==> src/design/bedm_pkg.sv <==
`timescale 1ns / 1ps

package bedm_pkg;

  localparam int MAX_PATTERN     = 8;
  localparam int IDX_W           = $clog2(MAX_PATTERN + 1);
  localparam int CELL_W          = 4;
  localparam int CHAR_W          = 8;
  localparam int PAT_CHARS       = 8;
  localparam int PAT_W           = PAT_CHARS * CHAR_W;
  localparam int WORD_INDEX_BITS = 16;
  localparam int LEN_W           = 4;
  localparam int BUDGET_W        = 4;
  localparam int MATCH_W         = 17;
  localparam int ADDR_W          = 5;
  localparam int DATA_W          = 64;

  localparam logic [CELL_W-1:0]  CELL_MAX    = 4'd15;
  localparam logic [MATCH_W-1:0] MATCH_LIMIT = 17'h10000;

  typedef enum logic [1:0] {
    REG_PATTERN  = 2'd0,
    REG_LENGTH   = 2'd1,
    REG_BUDGET   = 2'd2,
    REG_CAPACITY = 2'd3
  } cfg_reg_e;

  // One item travelling down the row of cells, with the values a cell hands
  // to its right neighbor.
  typedef struct packed {
    logic              valid;
    logic              eow;
    logic              last;
    logic [CHAR_W-1:0] ch;
    logic [CELL_W-1:0] new_val;
    logic [CELL_W-1:0] old_val;
    logic [CELL_W-1:0] word_dist;
  } chain_t;

  function automatic logic [CELL_W-1:0] sat_inc(input logic [CELL_W-1:0] v);
    return (v == CELL_MAX) ? v : v + 1'b1;
  endfunction

  function automatic logic [CELL_W-1:0] min_cell(input logic [CELL_W-1:0] a,
                                                 input logic [CELL_W-1:0] b);
    return (a < b) ? a : b;
  endfunction

  function automatic logic [CELL_W-1:0] cell_reset(input logic [IDX_W-1:0] idx);
    if (32'(idx) > 32'(CELL_MAX)) begin
      return CELL_MAX;
    end
    return CELL_W'(idx);
  endfunction

endpackage

==> src/design/bedm_if.sv <==
`timescale 1ns / 1ps

interface bedm_in_if import bedm_pkg::*; ();
  logic              valid;
  logic              ready;
  logic [CHAR_W-1:0] ch;
  logic              end_of_word;
  logic              last_word;

  modport source (output valid, ch, end_of_word, last_word, input ready);
  modport sink   (input valid, ch, end_of_word, last_word, output ready);
endinterface

interface bedm_out_if import bedm_pkg::*; ();
  logic                       valid;
  logic                       ready;
  logic                       accepted;
  logic [CELL_W-1:0]          distance;
  logic [WORD_INDEX_BITS-1:0] word_index;
  logic                       index_stored;
  logic [MATCH_W-1:0]         match_total;

  modport source (output valid, accepted, distance, word_index, index_stored,
                  match_total, input ready);
  modport sink   (input valid, accepted, distance, word_index, index_stored,
                  match_total, output ready);
endinterface

==> src/design/bedm_cell.sv <==
`timescale 1ns / 1ps

module bedm_cell import bedm_pkg::*; (
  input  logic              clk_i,
  input  logic              rst_ni,
  input  logic              en_i,
  input  logic [IDX_W-1:0]  idx_i,
  input  logic [CHAR_W-1:0] pat_i,
  input  logic [IDX_W-1:0]  plen_i,
  input  chain_t            link_i,
  output chain_t            link_o
);

  logic [CELL_W-1:0] row_q, row_d;
  logic              fresh_q, fresh_d;
  chain_t            link_q, link_d;

  logic [CELL_W-1:0] row_cur;
  logic [CELL_W-1:0] del_val, ins_val, sub_val, new_val;

  // A fresh cell holds its reset value, which is its own position.
  assign row_cur = fresh_q ? cell_reset(idx_i) : row_q;

  always_comb begin
    del_val = sat_inc(row_cur);
    ins_val = sat_inc(link_i.new_val);
    sub_val = (pat_i != link_i.ch) ? sat_inc(link_i.old_val) : link_i.old_val;
    new_val = min_cell(min_cell(del_val, ins_val), sub_val);

    link_d  = link_i;
    row_d   = row_q;
    fresh_d = fresh_q;
    if (link_i.valid) begin
      if (link_i.eow) begin
        if (idx_i == plen_i) begin
          link_d.word_dist = row_cur;
        end
        fresh_d = 1'b1;
      end else begin
        link_d.new_val = new_val;
        link_d.old_val = row_cur;
        row_d          = new_val;
        fresh_d        = 1'b0;
      end
    end
  end

  always_ff @(posedge clk_i or negedge rst_ni) begin
    if (!rst_ni) begin
      link_q  <= '0;
      fresh_q <= 1'b1;
    end else if (en_i) begin
      link_q  <= link_d;
      fresh_q <= fresh_d;
    end
  end

  always_ff @(posedge clk_i) begin
    if (en_i) begin
      row_q <= row_d;
    end
  end

  assign link_o = link_q;

endmodule

==> src/design/bedm_tally.sv <==
`timescale 1ns / 1ps

module bedm_tally import bedm_pkg::*; (
  input  logic                clk_i,
  input  logic                rst_ni,
  input  chain_t              link_i,
  input  logic [BUDGET_W-1:0] budget_i,
  input  logic [MATCH_W-1:0]  capacity_i,
  output logic                stall_o,
  bedm_out_if.source          out_o
);

  logic [WORD_INDEX_BITS-1:0] word_count_q, word_count_d;
  logic [MATCH_W-1:0]         match_count_q, match_count_d;

  logic                       out_valid_q;
  logic                       acc_q;
  logic [CELL_W-1:0]          dist_q;
  logic [WORD_INDEX_BITS-1:0] widx_q;
  logic                       stored_q;
  logic [MATCH_W-1:0]         total_q;

  logic               take;
  logic               acc;
  logic               stored;
  logic [MATCH_W-1:0] total;

  // The chain only waits when a finished word reaches its end while the
  // previous result has not been taken.
  assign stall_o = link_i.valid && link_i.eow && out_valid_q && !out_o.ready;
  assign take    = link_i.valid && link_i.eow && !stall_o;

  always_comb begin
    acc    = (CELL_W'(budget_i) >= link_i.word_dist);
    stored = acc && (match_count_q < capacity_i);
    total  = (acc && (match_count_q < MATCH_LIMIT)) ? match_count_q + 1'b1
                                                    : match_count_q;
    word_count_d  = word_count_q;
    match_count_d = match_count_q;
    if (take) begin
      if (link_i.last) begin
        word_count_d  = '0;
        match_count_d = '0;
      end else begin
        if (!(&word_count_q)) begin
          word_count_d = word_count_q + 1'b1;
        end
        match_count_d = total;
      end
    end
  end

  always_ff @(posedge clk_i or negedge rst_ni) begin
    if (!rst_ni) begin
      word_count_q  <= '0;
      match_count_q <= '0;
      out_valid_q   <= 1'b0;
    end else begin
      word_count_q  <= word_count_d;
      match_count_q <= match_count_d;
      if (take) begin
        out_valid_q <= 1'b1;
      end else if (out_o.ready) begin
        out_valid_q <= 1'b0;
      end
    end
  end

  always_ff @(posedge clk_i) begin
    if (take) begin
      acc_q    <= acc;
      dist_q   <= link_i.word_dist;
      widx_q   <= word_count_q;
      stored_q <= stored;
      total_q  <= total;
    end
  end

  assign out_o.valid        = out_valid_q;
  assign out_o.accepted     = acc_q;
  assign out_o.distance     = dist_q;
  assign out_o.word_index   = widx_q;
  assign out_o.index_stored = stored_q;
  assign out_o.match_total  = total_q;

  a_stored_needs_accept: assert property (@(posedge clk_i) disable iff (!rst_ni)
    out_valid_q && stored_q |-> acc_q)
    else $error("index stored for a word that was not accepted");

  a_last_clears: assert property (@(posedge clk_i) disable iff (!rst_ni)
    take && link_i.last |=> word_count_q == '0 && match_count_q == '0)
    else $error("counters not cleared after the last word");

  a_match_bound: assert property (@(posedge clk_i) disable iff (!rst_ni)
    match_count_q <= MATCH_LIMIT)
    else $error("match count beyond its limit");

  a_reject_holds: assert property (@(posedge clk_i) disable iff (!rst_ni)
    take && !link_i.last && !acc |=> $stable(match_count_q))
    else $error("match count moved on a rejected word");

endmodule

==> src/design/bounded_edit_distance_matcher_core.sv <==
`timescale 1ns / 1ps

// Bounded edit-distance matcher. Dictionary words stream in one character
// per item and an end-of-word item closes each word; one result item per word
// gives its Levenshtein distance to the configured pattern (saturated at 15),
// whether it is within the edit budget, its index, whether it was stored
// (accepted while the match count is below the capacity), and the running
// match count. The nine cells take one item every cycle unless stalled; the
// end-of-word item passes the nine cell registers and then the tally output
// register. Input ready drops only while an untaken result sits in the output
// register and the next finished word has reached the end of the row.
// Configuration registers sit at byte addresses 0, 8, 16 and 24.

module bounded_edit_distance_matcher_core import bedm_pkg::*; (
  input  logic              clk_i,
  input  logic              rst_ni,
  input  logic              psel,
  input  logic              penable,
  input  logic              pwrite,
  input  logic [ADDR_W-1:0] paddr,
  input  logic [DATA_W-1:0] pwdata,
  output logic [DATA_W-1:0] prdata,
  output logic              pready,
  bedm_in_if.sink           in_i,
  bedm_out_if.source        out_o
);

  logic [PAT_W-1:0]    pattern_q;
  logic [LEN_W-1:0]    plen_q;
  logic [BUDGET_W-1:0] budget_q;
  logic [MATCH_W-1:0]  capacity_q;

  cfg_reg_e            reg_sel;
  logic                wr_en;
  logic [IDX_W-1:0]    plen_eff;
  logic                en;
  logic                stall;

  chain_t              link [MAX_PATTERN+2];
  logic [CHAR_W-1:0]   pat_char [MAX_PATTERN+1];

  assign pready  = 1'b1;
  assign reg_sel = cfg_reg_e'(paddr[ADDR_W-1:3]);
  assign wr_en   = psel && penable && pwrite;

  always_ff @(posedge clk_i or negedge rst_ni) begin
    if (!rst_ni) begin
      pattern_q  <= '0;
      plen_q     <= '0;
      budget_q   <= '0;
      capacity_q <= '0;
    end else if (wr_en) begin
      unique case (reg_sel)
        REG_PATTERN:  pattern_q  <= pwdata[PAT_W-1:0];
        REG_LENGTH:   plen_q     <= pwdata[LEN_W-1:0];
        REG_BUDGET:   budget_q   <= pwdata[BUDGET_W-1:0];
        REG_CAPACITY: capacity_q <= pwdata[MATCH_W-1:0];
        default:      pattern_q  <= pattern_q;
      endcase
    end
  end

  always_comb begin
    unique case (reg_sel)
      REG_PATTERN:  prdata = DATA_W'(pattern_q);
      REG_LENGTH:   prdata = DATA_W'(plen_q);
      REG_BUDGET:   prdata = DATA_W'(budget_q);
      REG_CAPACITY: prdata = DATA_W'(capacity_q);
      default:      prdata = '0;
    endcase
  end

  // Lengths beyond the row read the last cell.
  assign plen_eff = (32'(plen_q) > MAX_PATTERN) ? IDX_W'(MAX_PATTERN)
                                                : IDX_W'(plen_q);

  assign en         = !stall;
  assign in_i.ready = en;

  // Saturated neighbor values make cell zero count the word's characters.
  always_comb begin
    link[0]         = '0;
    link[0].valid   = in_i.valid && en;
    link[0].eow     = in_i.end_of_word;
    link[0].last    = in_i.last_word;
    link[0].ch      = in_i.ch;
    link[0].new_val = CELL_MAX;
    link[0].old_val = CELL_MAX;
  end

  for (genvar j = 0; j <= MAX_PATTERN; j++) begin : g_cell
    if (j == 0) begin : g_head
      assign pat_char[j] = '0;
    end else if (j - 1 < PAT_CHARS) begin : g_pat
      assign pat_char[j] = pattern_q[CHAR_W*(j-1) +: CHAR_W];
    end else begin : g_zero
      assign pat_char[j] = '0;
    end

    bedm_cell u_cell (
      .clk_i  (clk_i),
      .rst_ni (rst_ni),
      .en_i   (en),
      .idx_i  (IDX_W'(j)),
      .pat_i  (pat_char[j]),
      .plen_i (plen_eff),
      .link_i (link[j]),
      .link_o (link[j+1])
    );
  end

  bedm_tally u_tally (
    .clk_i      (clk_i),
    .rst_ni     (rst_ni),
    .link_i     (link[MAX_PATTERN+1]),
    .budget_i   (budget_q),
    .capacity_i (capacity_q),
    .stall_o    (stall),
    .out_o      (out_o)
  );

endmodule
==> src/flat_wrapper.sv <==
// flat-port wrapper written by rule: the top's interface ports become plain ports
module bounded_edit_distance_matcher_core_flat import bedm_pkg::*;
  (clk_i, rst_ni, psel, penable, pwrite, paddr, pwdata, prdata, pready, in_i_valid, in_i_ch, in_i_end_of_word, in_i_last_word, in_i_ready, out_o_valid, out_o_accepted, out_o_distance, out_o_word_index, out_o_index_stored, out_o_match_total, out_o_ready);
  bedm_in_if in_i_i ();
  bedm_out_if out_o_i ();
  input  logic clk_i;
  input  logic rst_ni;
  input  logic psel;
  input  logic penable;
  input  logic pwrite;
  input  logic [ADDR_W-1:0] paddr;
  input  logic [DATA_W-1:0] pwdata;
  output logic [DATA_W-1:0] prdata;
  output logic pready;
  input wire logic [$bits(in_i_i.valid)-1:0] in_i_valid;
  input wire logic [$bits(in_i_i.ch)-1:0] in_i_ch;
  input wire logic [$bits(in_i_i.end_of_word)-1:0] in_i_end_of_word;
  input wire logic [$bits(in_i_i.last_word)-1:0] in_i_last_word;
  output wire logic [$bits(in_i_i.ready)-1:0] in_i_ready;
  output wire logic [$bits(out_o_i.valid)-1:0] out_o_valid;
  output wire logic [$bits(out_o_i.accepted)-1:0] out_o_accepted;
  output wire logic [$bits(out_o_i.distance)-1:0] out_o_distance;
  output wire logic [$bits(out_o_i.word_index)-1:0] out_o_word_index;
  output wire logic [$bits(out_o_i.index_stored)-1:0] out_o_index_stored;
  output wire logic [$bits(out_o_i.match_total)-1:0] out_o_match_total;
  input wire logic [$bits(out_o_i.ready)-1:0] out_o_ready;
  assign in_i_i.valid = in_i_valid;
  assign in_i_i.ch = in_i_ch;
  assign in_i_i.end_of_word = in_i_end_of_word;
  assign in_i_i.last_word = in_i_last_word;
  assign in_i_ready = in_i_i.ready;
  assign out_o_valid = out_o_i.valid;
  assign out_o_accepted = out_o_i.accepted;
  assign out_o_distance = out_o_i.distance;
  assign out_o_word_index = out_o_i.word_index;
  assign out_o_index_stored = out_o_i.index_stored;
  assign out_o_match_total = out_o_i.match_total;
  assign out_o_i.ready = out_o_ready;
  bounded_edit_distance_matcher_core u_core (.clk_i(clk_i), .rst_ni(rst_ni), .psel(psel), .penable(penable), .pwrite(pwrite), .paddr(paddr), .pwdata(pwdata), .prdata(prdata), .pready(pready), .in_i(in_i_i), .out_o(out_o_i));
endmodule
==> config.mk <==
export PLATFORM = sky130hd
export DESIGN_NAME = bounded_edit_distance_matcher_core_flat
export DESIGN_NICKNAME = d
export VERILOG_FILES = /design/src/design/bedm_pkg.sv /design/src/design/bedm_if.sv /design/src/design/bedm_cell.sv /design/src/design/bedm_tally.sv /design/src/design/bounded_edit_distance_matcher_core.sv /design/src/flat_wrapper.sv
export SDC_FILE = /design/constraint.sdc
export NUM_CORES = 1
export LEC_CHECK = 0
export BUFFER_PORTS_ARGS = -buffer_cell sky130_fd_sc_hd__buf_4
export CAP_MARGIN = 15
export CORE_UTILIZATION = 55
export CTS_BUF_LIST = sky130_fd_sc_hd__clkbuf_8 sky130_fd_sc_hd__clkbuf_16
export DETAILED_ROUTE_END_ITERATION = 8
export PLACE_DENSITY = 0.83
export SYNTH_ARGS = -nofsm -noshare
export SYNTH_HDL_FRONTEND = slang
export SYNTH_HIERARCHICAL = 1
export SYNTH_SLANG_ARGS = --single-unit
export TNS_END_PERCENT = 50
==> constraint.sdc <==
create_clock -name clk_i -period 10.75 [get_ports clk_i]
set_input_delay 1.6125 -clock clk_i [delete_from_list [all_inputs] [get_ports clk_i]]
set_output_delay 1.6125 -clock clk_i [all_outputs]
set_load 0.05 [all_outputs]
After elaboration in Yosys (flattened, before gate mapping) --
Cells that the tools add are included.
Cells by class: magnitude comparators 22, reductions and logical operators 38, add/subtract/negate cells 27, mux-type cells 112, bitwise operators 10, equality and inequality tests 45
Operators with widths (count):
- 2-to-1 mux 4 bit | 80
- case mux 64 bit (4 select lines) | 1
- adder 4 x 1 -> 4 bit, second input constant | 25
- equality test 4 bit, second input constant | 25
- 2-to-1 mux 12 bit | 8
- < comparator 4 bit | 16
- 2-to-1 mux 8 bit | 8
- != test 8 bit | 8
- 2-to-1 mux 17 bit | 2
- 2-to-1 mux 16 bit | 2
- AND reduction 2 bit | 14
- AND reduction 3 bit | 9
- adder 17 x 1 -> 17 bit, second input constant | 1
- < comparator 17 bit | 1
- < comparator 17 bit, second input constant | 1
- adder 16 x 1 -> 16 bit, second input constant | 1
- equality test 3 x 4 -> 1 bit, first input constant | 4
- AND reduction 16 bit | 1
- 2-to-1 mux 1 bit | 11
- NOT 1 bit | 10
- logical AND 1 bit | 9
- equality test 2 x 4 -> 1 bit, first input constant | 2
- < comparator 4 bit, second input constant | 2
- equality test 1 x 4 -> 1 bit, first input constant | 1
- other kinds (10) | 12
Word-level totals: word-level logic and storage cells 344, input bits 86, output and inout port bits 106, register bits 398

Longest topological paths before layout --
Gate-level depths: netlist (run 1).
depth in word-level cells 9, gate-level depth with buffers 20

Modules after synthesis --
The synthesis (run 1) kept the hierarchy.
By module, submodules not included:
- bedm_cell | area each 1910.6 um2, cells an instance 181, times used 9
- bounded_edit_distance_matcher_core | area each 4003.8 um2, cells an instance 277, times used 1
- bedm_tally | area each 3847.4 um2, cells an instance 366, times used 1

Least setup slack after synthesis (run 1) --
No wires, ideal clock.
path type input to output, start in paddr[4], end out prdata[10], setup slack 6.349 ns, arrival 2.789 ns, stages on the path 4, required time 9.137 ns, buffers on the path 2, cell sequence buf_4 nor2_1 clkbuf_1 a22o_1
On the way: word-level cells in the longest chain between the ends 2
Ends and longest elaborated chain:
- from (decl) | RTL line flat_wrapper.sv:11 | input logic [ADDR_W-1:0] paddr;
- equality test 2 bit (tied with other cells) | RTL line bounded_edit_distance_matcher_core.sv:64 | unique case (reg_sel)
- case mux 64 bit (4 select lines) * | RTL line bounded_edit_distance_matcher_core.sv:64
- to (decl) | RTL line flat_wrapper.sv:13 | output logic [DATA_W-1:0] prdata;
Every way passes the cells marked *; elsewhere a longest branch is shown, timed or not.

Worst setup path in the final report (run 1) --
start in paddr[4], end out prdata[16]
The elaborated chain is that of the path after synthesis.

==> results.py, run 1 <==
metrics = {
    "global_routing": {
        "gr-total-overflow": 0,
        "grt_use_met1_pct": 34.6,
        "use_met2_pct": 46.3,
        "busiest_layer": "met2",
        "first_global_vias": 18500,
        "grt_first_pass_wirelength_mm": 96.7,
        "met3_usage_pct": 3.55,
        "grt_max_degree": 119,
        "antenna_found_initial": 1,
        "gr-usage-all-layers_pct": 27.0,
    },
    "final_layout": {
        "fin_nets": 2722,
        "seq_area_um2": 10300,
        "stdcell_count": 3143,
        "area_growth_pct": 15.4,
        "n_antenna_cell": 0,
        "multi_input_area_um2": 13700,
        "fillers": 3273,
        "drive_gt1_share_pct": 26.6,
        "final_cell_mix": "dfrtp_1, mux2_2, buf_4",
        "final_common_cell": "dfrtp_1",
    },
    "place": {
        "io_buffers": 187,
        "routabilityCongestion": 0.919,
        "dp.cells": 3063,
        "dp_hpwl_mm": 44.1,
        "place_ws_ps": 5890,
    },
    "pwr": {
        "p_per_area_nw_per_um2": 326,
        "clockPowerShare_pct": 15.7,
        "p_int_mw": 5.23,
        "power_leakage_nw": 12.8,
        "p_comb_share_pct": 53.1,
        "p_sw_share_pct": 42.9,
        "p_sw_mw": 3.93,
        "ir_worst_vdd_uv": 141,
        "seqPwrFrac_pct": 31.1,
    },
    "setup_path": {
        "start_kind": "primary input",
        "crit_fanout": 32,
        "r2r_setup_slack_ps": 6210,
        "critPathArrivalTime_ps": 3230,
        "critPathKind": "in -> out",
        "crit_required_ps": 9140,
        "worstSetupEndpointType": "primary output",
    },
    "cts": {
        "cts_tree": "yes",
        "cts_buffer_depth": 3,
        "hold_buffers": 0,
        "cts.clk_slew.worst_paths_ps": 50,
        "htreeDepth": 2,
        "cts_setup_buffers": 0,
        "insertion_delay_ps": 580,
        "root_buffer": "clkbuf_16",
        "cts-buffers-inserted": 43,
        "cts_resized": 0,
        "cts.sinks": 398,
    },
    "floorplan": {
        "io-pin-count": 192,
        "start_util_pct": 56.2,
        "num_rows": 76,
        "coreArea_um2": 43400,
        "fp.dieH_um": 213,
        "die-area_um2": 45200,
        "die-width_um": 213,
    },
    "sta": {
        "tightest_slew_ps": 1100,
        "maxSlewViolCount": 0,
        "slew_headroom_pct": 26.6,
        "clock_skew_ps": 16.4,
        "fmaxAchievable_ghz": 0.206,
        "whs_ps": 489,
        "rsz0062_at_grt": "false",
        "fin_ws_ps": 5910,
        "period_share_pct": 45.1,
        "setup_tns_ps": 0,
        "setup_viol": 0,
        "hold_violations": 0,
        "min_period_ps": 4840,
    },
    "route": {
        "drtPass1Iterations": 6,
        "dr.first_iter.drc_count": 1349,
        "avgViaCountPerCell": 5.82,
        "wl_per_cell_um": 19.2,
        "drc": 0,
        "ant_nets": 0,
        "wl_mm": 60.3,
        "via_count": 18300,
    },
    "flow_run": {
        "maxCapViolCount": 0,
    },
    "synth": {
        "syn-cell-area_um2": 24400,
        "postSynthCellCount": 2219,
        "avgSynthCellArea_um2": 11.0,
        "yosys_warnings": 6,
    },
    "min_path": {
        "hp-class": "reg -> reg",
    },
    "status": {
        "status": "finished, final reports clean",
    },
}
-- state kept, by name, summed over array words and instances, names as in the netlist, 9 cells and up --
name / flops
u_core/g_cell.u_cell/link_o: 191
u_core/pattern_q: 64
u_core/g_cell.u_cell/row_q: 36
u_core/capacity_q: 17
u_core/u_tally/match_count_q: 17
u_core/u_tally/out_o.match_total: 17
u_core/u_tally/out_o.word_index: 16
u_core/u_tally/word_count_q: 16
u_core/g_cell.u_cell/fresh_q: 9
-- path summary, 6_finish.rpt --
kind / startpoint / to / depth (start not counted)
min in group asynchronous: rst_ni / u_core/pattern_q[56] / 1
max reg2reg: u_core/g_cell[6].u_cell/fresh_q / u_core/g_cell[6].u_cell/link_o[10] / 17
max: paddr[4] / prdata[16] / 5
min: u_core/g_cell[8].u_cell/link_o[3] / u_core/u_tally/out_o.distance[3] / 0
max in group asynchronous: rst_ni / u_core/g_cell[2].u_cell/link_o[10] / 2
min reg2reg: u_core/g_cell[8].u_cell/link_o[3] / u_core/u_tally/out_o.distance[3] / 0
-- metal layers --
| metal | up-vias | part of all wire, % |
|---|---|---|
| met4 | 2 | 3.3 |
| met2 | 554 | 50 |
| met5 | - | 0.022 |
| met3 | 122 | 5.1 |
| li1 | 8514 | - |
| met1 | 9089 | 42 |
-- worst max-delay path: stages --
cell    delay [ps]
buf_4          160
nor2_4         510
buf_4          460
a22o_1         260
buf_4          220
-- through the flow --
stage	cell area (µm²)	total power [mW]	util, %
3_3_place_gp	26700	7.28	61.6
4_1_cts	28100	9.11	64.8
2_1_floorplan	24900	6.43	-
6_report	28100	9.17	64.9
5_1_grt	28100	9.78	64.9
3_5_place_dp	26700	7.60	61.6
-- power groups by stage --
stage               sequential (mW)  combinational, mW  clock, mW
detailed placement             2.86               4.74          0
floorplan                      2.73               3.70          0
CTS                            2.84               4.81       1.46
global route                   2.92               5.34       1.52
finish                         2.85               4.87       1.44
global placement               2.82               4.46          0
-- final cells by class --
class	count	area share [%]
clock buffer	52	4.31
inverter	112	1.52
tap	585	2.60
clock inverter	27	0.636
multi-input combinational	1767	48.7
sequential	398	36.8
timing repair buffer	202	5.49
Note: power is estimated with default switching activity, not from simulation.
==> inputs of run 2 (changes only) <==
--- a/config.mk
+++ b/config.mk
@@ -5,12 +5,13 @@
 export SDC_FILE = /design/constraint.sdc
 export NUM_CORES = 1
 export LEC_CHECK = 0
+export ABC_AREA = 1
 export BUFFER_PORTS_ARGS = -buffer_cell sky130_fd_sc_hd__buf_4
 export CAP_MARGIN = 15
 export CORE_UTILIZATION = 55
 export CTS_BUF_LIST = sky130_fd_sc_hd__clkbuf_8 sky130_fd_sc_hd__clkbuf_16
 export DETAILED_ROUTE_END_ITERATION = 8
-export PLACE_DENSITY = 0.83
+export PLACE_DENSITY = 0.86
 export SYNTH_ARGS = -nofsm -noshare
 export SYNTH_HDL_FRONTEND = slang
 export SYNTH_HIERARCHICAL = 1
==> constraint.sdc (replaced) <==
create_clock -name clk_i -period 4.1 [get_ports clk_i]
set_input_delay 0.615 -clock clk_i [delete_from_list [all_inputs] [get_ports clk_i]]
set_output_delay 0.615 -clock clk_i [all_outputs]
set_load 0.05 [all_outputs]
==> results.py, run 2 <==
metrics = {
    "global_routing": {
        "gr-usage-all-layers_pct": 26.8,
        "gr-total-overflow": 0,
        "grt_first_pass_wirelength_mm": 102,
        "grt_max_degree": 87,
        "antenna_found_initial": 1,
        "first_global_vias": 20700,
    },
    "sta": {
        "clock_skew_ps": 29.5,
        "setup_tns_ps": 0,
        "min_period_ps": 3500,
        "fin_ws_ps": 597,
        "tightest_slew_ps": 891,
        "slew_headroom_pct": 40.4,
        "maxSlewViolCount": 0,
        "setup_viol": 0,
        "rsz0062_at_grt": "false",
        "hold_violations": 1,
        "fmaxAchievable_ghz": 0.285,
        "whs_ps": -2.76,
        "period_share_pct": 85.5,
    },
    "place": {
        "dp_hpwl_mm": 46.3,
        "io_buffers": 187,
        "dp.cells": 4145,
        "place_ws_ps": 659,
        "dpl_cell_area_um2": 27700,
        "routabilityCongestion": 0.945,
    },
    "final_layout": {
        "final_common_cell": "nand2_1",
        "area_growth_pct": 14.8,
        "drive_gt1_share_pct": 15.4,
        "utilization_pct": 64.3,
        "fin_nets": 3789,
        "final_cell_mix": "nand2_1, inv_1, dfrtp_1",
        "fin_area_um2": 29200,
        "stdcell_count": 4228,
        "largest_reg_flops": 191,
    },
    "setup_path": {
        "critPathKind": "reg -> reg",
        "crit_path_cell_trace": "inv_2, nand2_1, nand2_1, ha_1, nand3_4, mux2_2, ha_1, nand2_1, nand2_1, nand2_2, nand2_4, o21ai_1, inv_1, ha_1, a21oi_2, nand2_4, nand2_2, nand3_1, nand2_1, nand2_1",
        "reg2regPathDepth": 20,
        "crit_buf_inv": 2,
        "cpMostUsedCell": "nand2_1",
        "crit_path_max_incr_delay_ps": 570,
        "crit_family": "simple AND/OR/NAND/NOR gates",
        "start_kind": "register",
        "worstSetupEndpointType": "register",
        "crit_required_ps": 4560,
        "crit_slowest_cell": "dfstp_2",
        "critPathArrivalTime_ps": 3970,
        "cp.depth": 20,
        "crit_fanout": 6,
    },
    "synth": {
        "postSynthCellCount": 3285,
        "avgSynthCellArea_um2": 7.75,
        "syn-cell-area_um2": 25500,
        "yosys_warnings": 6,
    },
    "cts": {
        "cts-buffers-inserted": 44,
        "hold_buffers": 0,
        "insertion_delay_ps": 590,
        "cts.sinks": 398,
        "cts.clk_slew.worst_paths_ps": 60,
        "cts_resized": 0,
        "cts_setup_buffers": 0,
        "htreeDepth": 2,
        "root_buffer": "clkbuf_16",
        "cts_buffer_depth": 3,
        "cts_tree": "yes",
    },
    "route": {
        "wl_per_cell_um": 14.9,
        "avgViaCountPerCell": 5.24,
        "via_count": 22100,
        "wl_mm": 63.0,
        "dr.first_iter.drc_count": 1738,
        "drc": 0,
        "drtPass1Iterations": 6,
        "ant_nets": 0,
    },
    "floorplan": {
        "num_rows": 78,
        "fp.dieH_um": 217,
        "io-pin-count": 192,
        "start_util_pct": 56.0,
        "coreArea_um2": 45500,
        "die-area_um2": 47100,
        "die-width_um": 217,
    },
    "pwr": {
        "ir_worst_vdd_uv": 504,
        "power_leakage_nw": 15.0,
        "power_mw": 25.4,
        "p_per_area_nw_per_um2": 868,
    },
    "status": {
        "violations": "negative hold slack",
        "status": "finished, violations left",
    },
    "min_path": {
        "hp-class": "in -> async",
    },
    "flow_run": {
        "maxCapViolCount": 0,
    },
}
-- run 2: layout make-up --
cell class / instances / area, µm²
fillers: 3757 / 16300
inverters: 365 / 1390
clock buffers: 61 / 1370
multi-input cells: 2578 / 13700
diodes: 1 / 2.50
well taps: 600 / 751
clock inverters: 21 / 154
flip-flops and latches: 398 / 10300
repair buffers: 204 / 1560
-- run 2: per-layer routing --
layer / GRT usage, % / vias to the layer above / part of all wire (%)
met5: 0 / - / 0
met4: 10.3 / 0 / 3.8
met3: 3.33 / 156 / 6.4
met2: 46.1 / 733 / 49
met1: 34.5 / 10300 / 41
li1: - / 11000 / -
-- run 2: final timing paths --
check                                                        start                            endpoint  slack [ps]
worst max-delay path               u_core/g_cell[6].u_cell/fresh_q   u_core/g_cell[6].u_cell/link_o[8]         600
worst min-delay path                                        rst_ni  u_core/g_cell[0].u_cell/link_o[18]          -3
worst max register to register     u_core/g_cell[6].u_cell/fresh_q   u_core/g_cell[6].u_cell/link_o[8]         600
worst min register to register  u_core/g_cell[6].u_cell/link_o[20]  u_core/g_cell[6].u_cell/link_o[20]         470
max in group asynchronous                                   rst_ni     u_core/g_cell[3].u_cell/fresh_q        3140
min in group clk_i                                      pwdata[20]                u_core/pattern_q[20]         220
-- run 2: where the power goes --
part	switching, mW	total, mW	internal [mW]
logic	8.97	14.0	5.06
clock network	1.66	4.06	2.40
registers	1.45	7.28	5.83
total	12.1	25.4	13.3
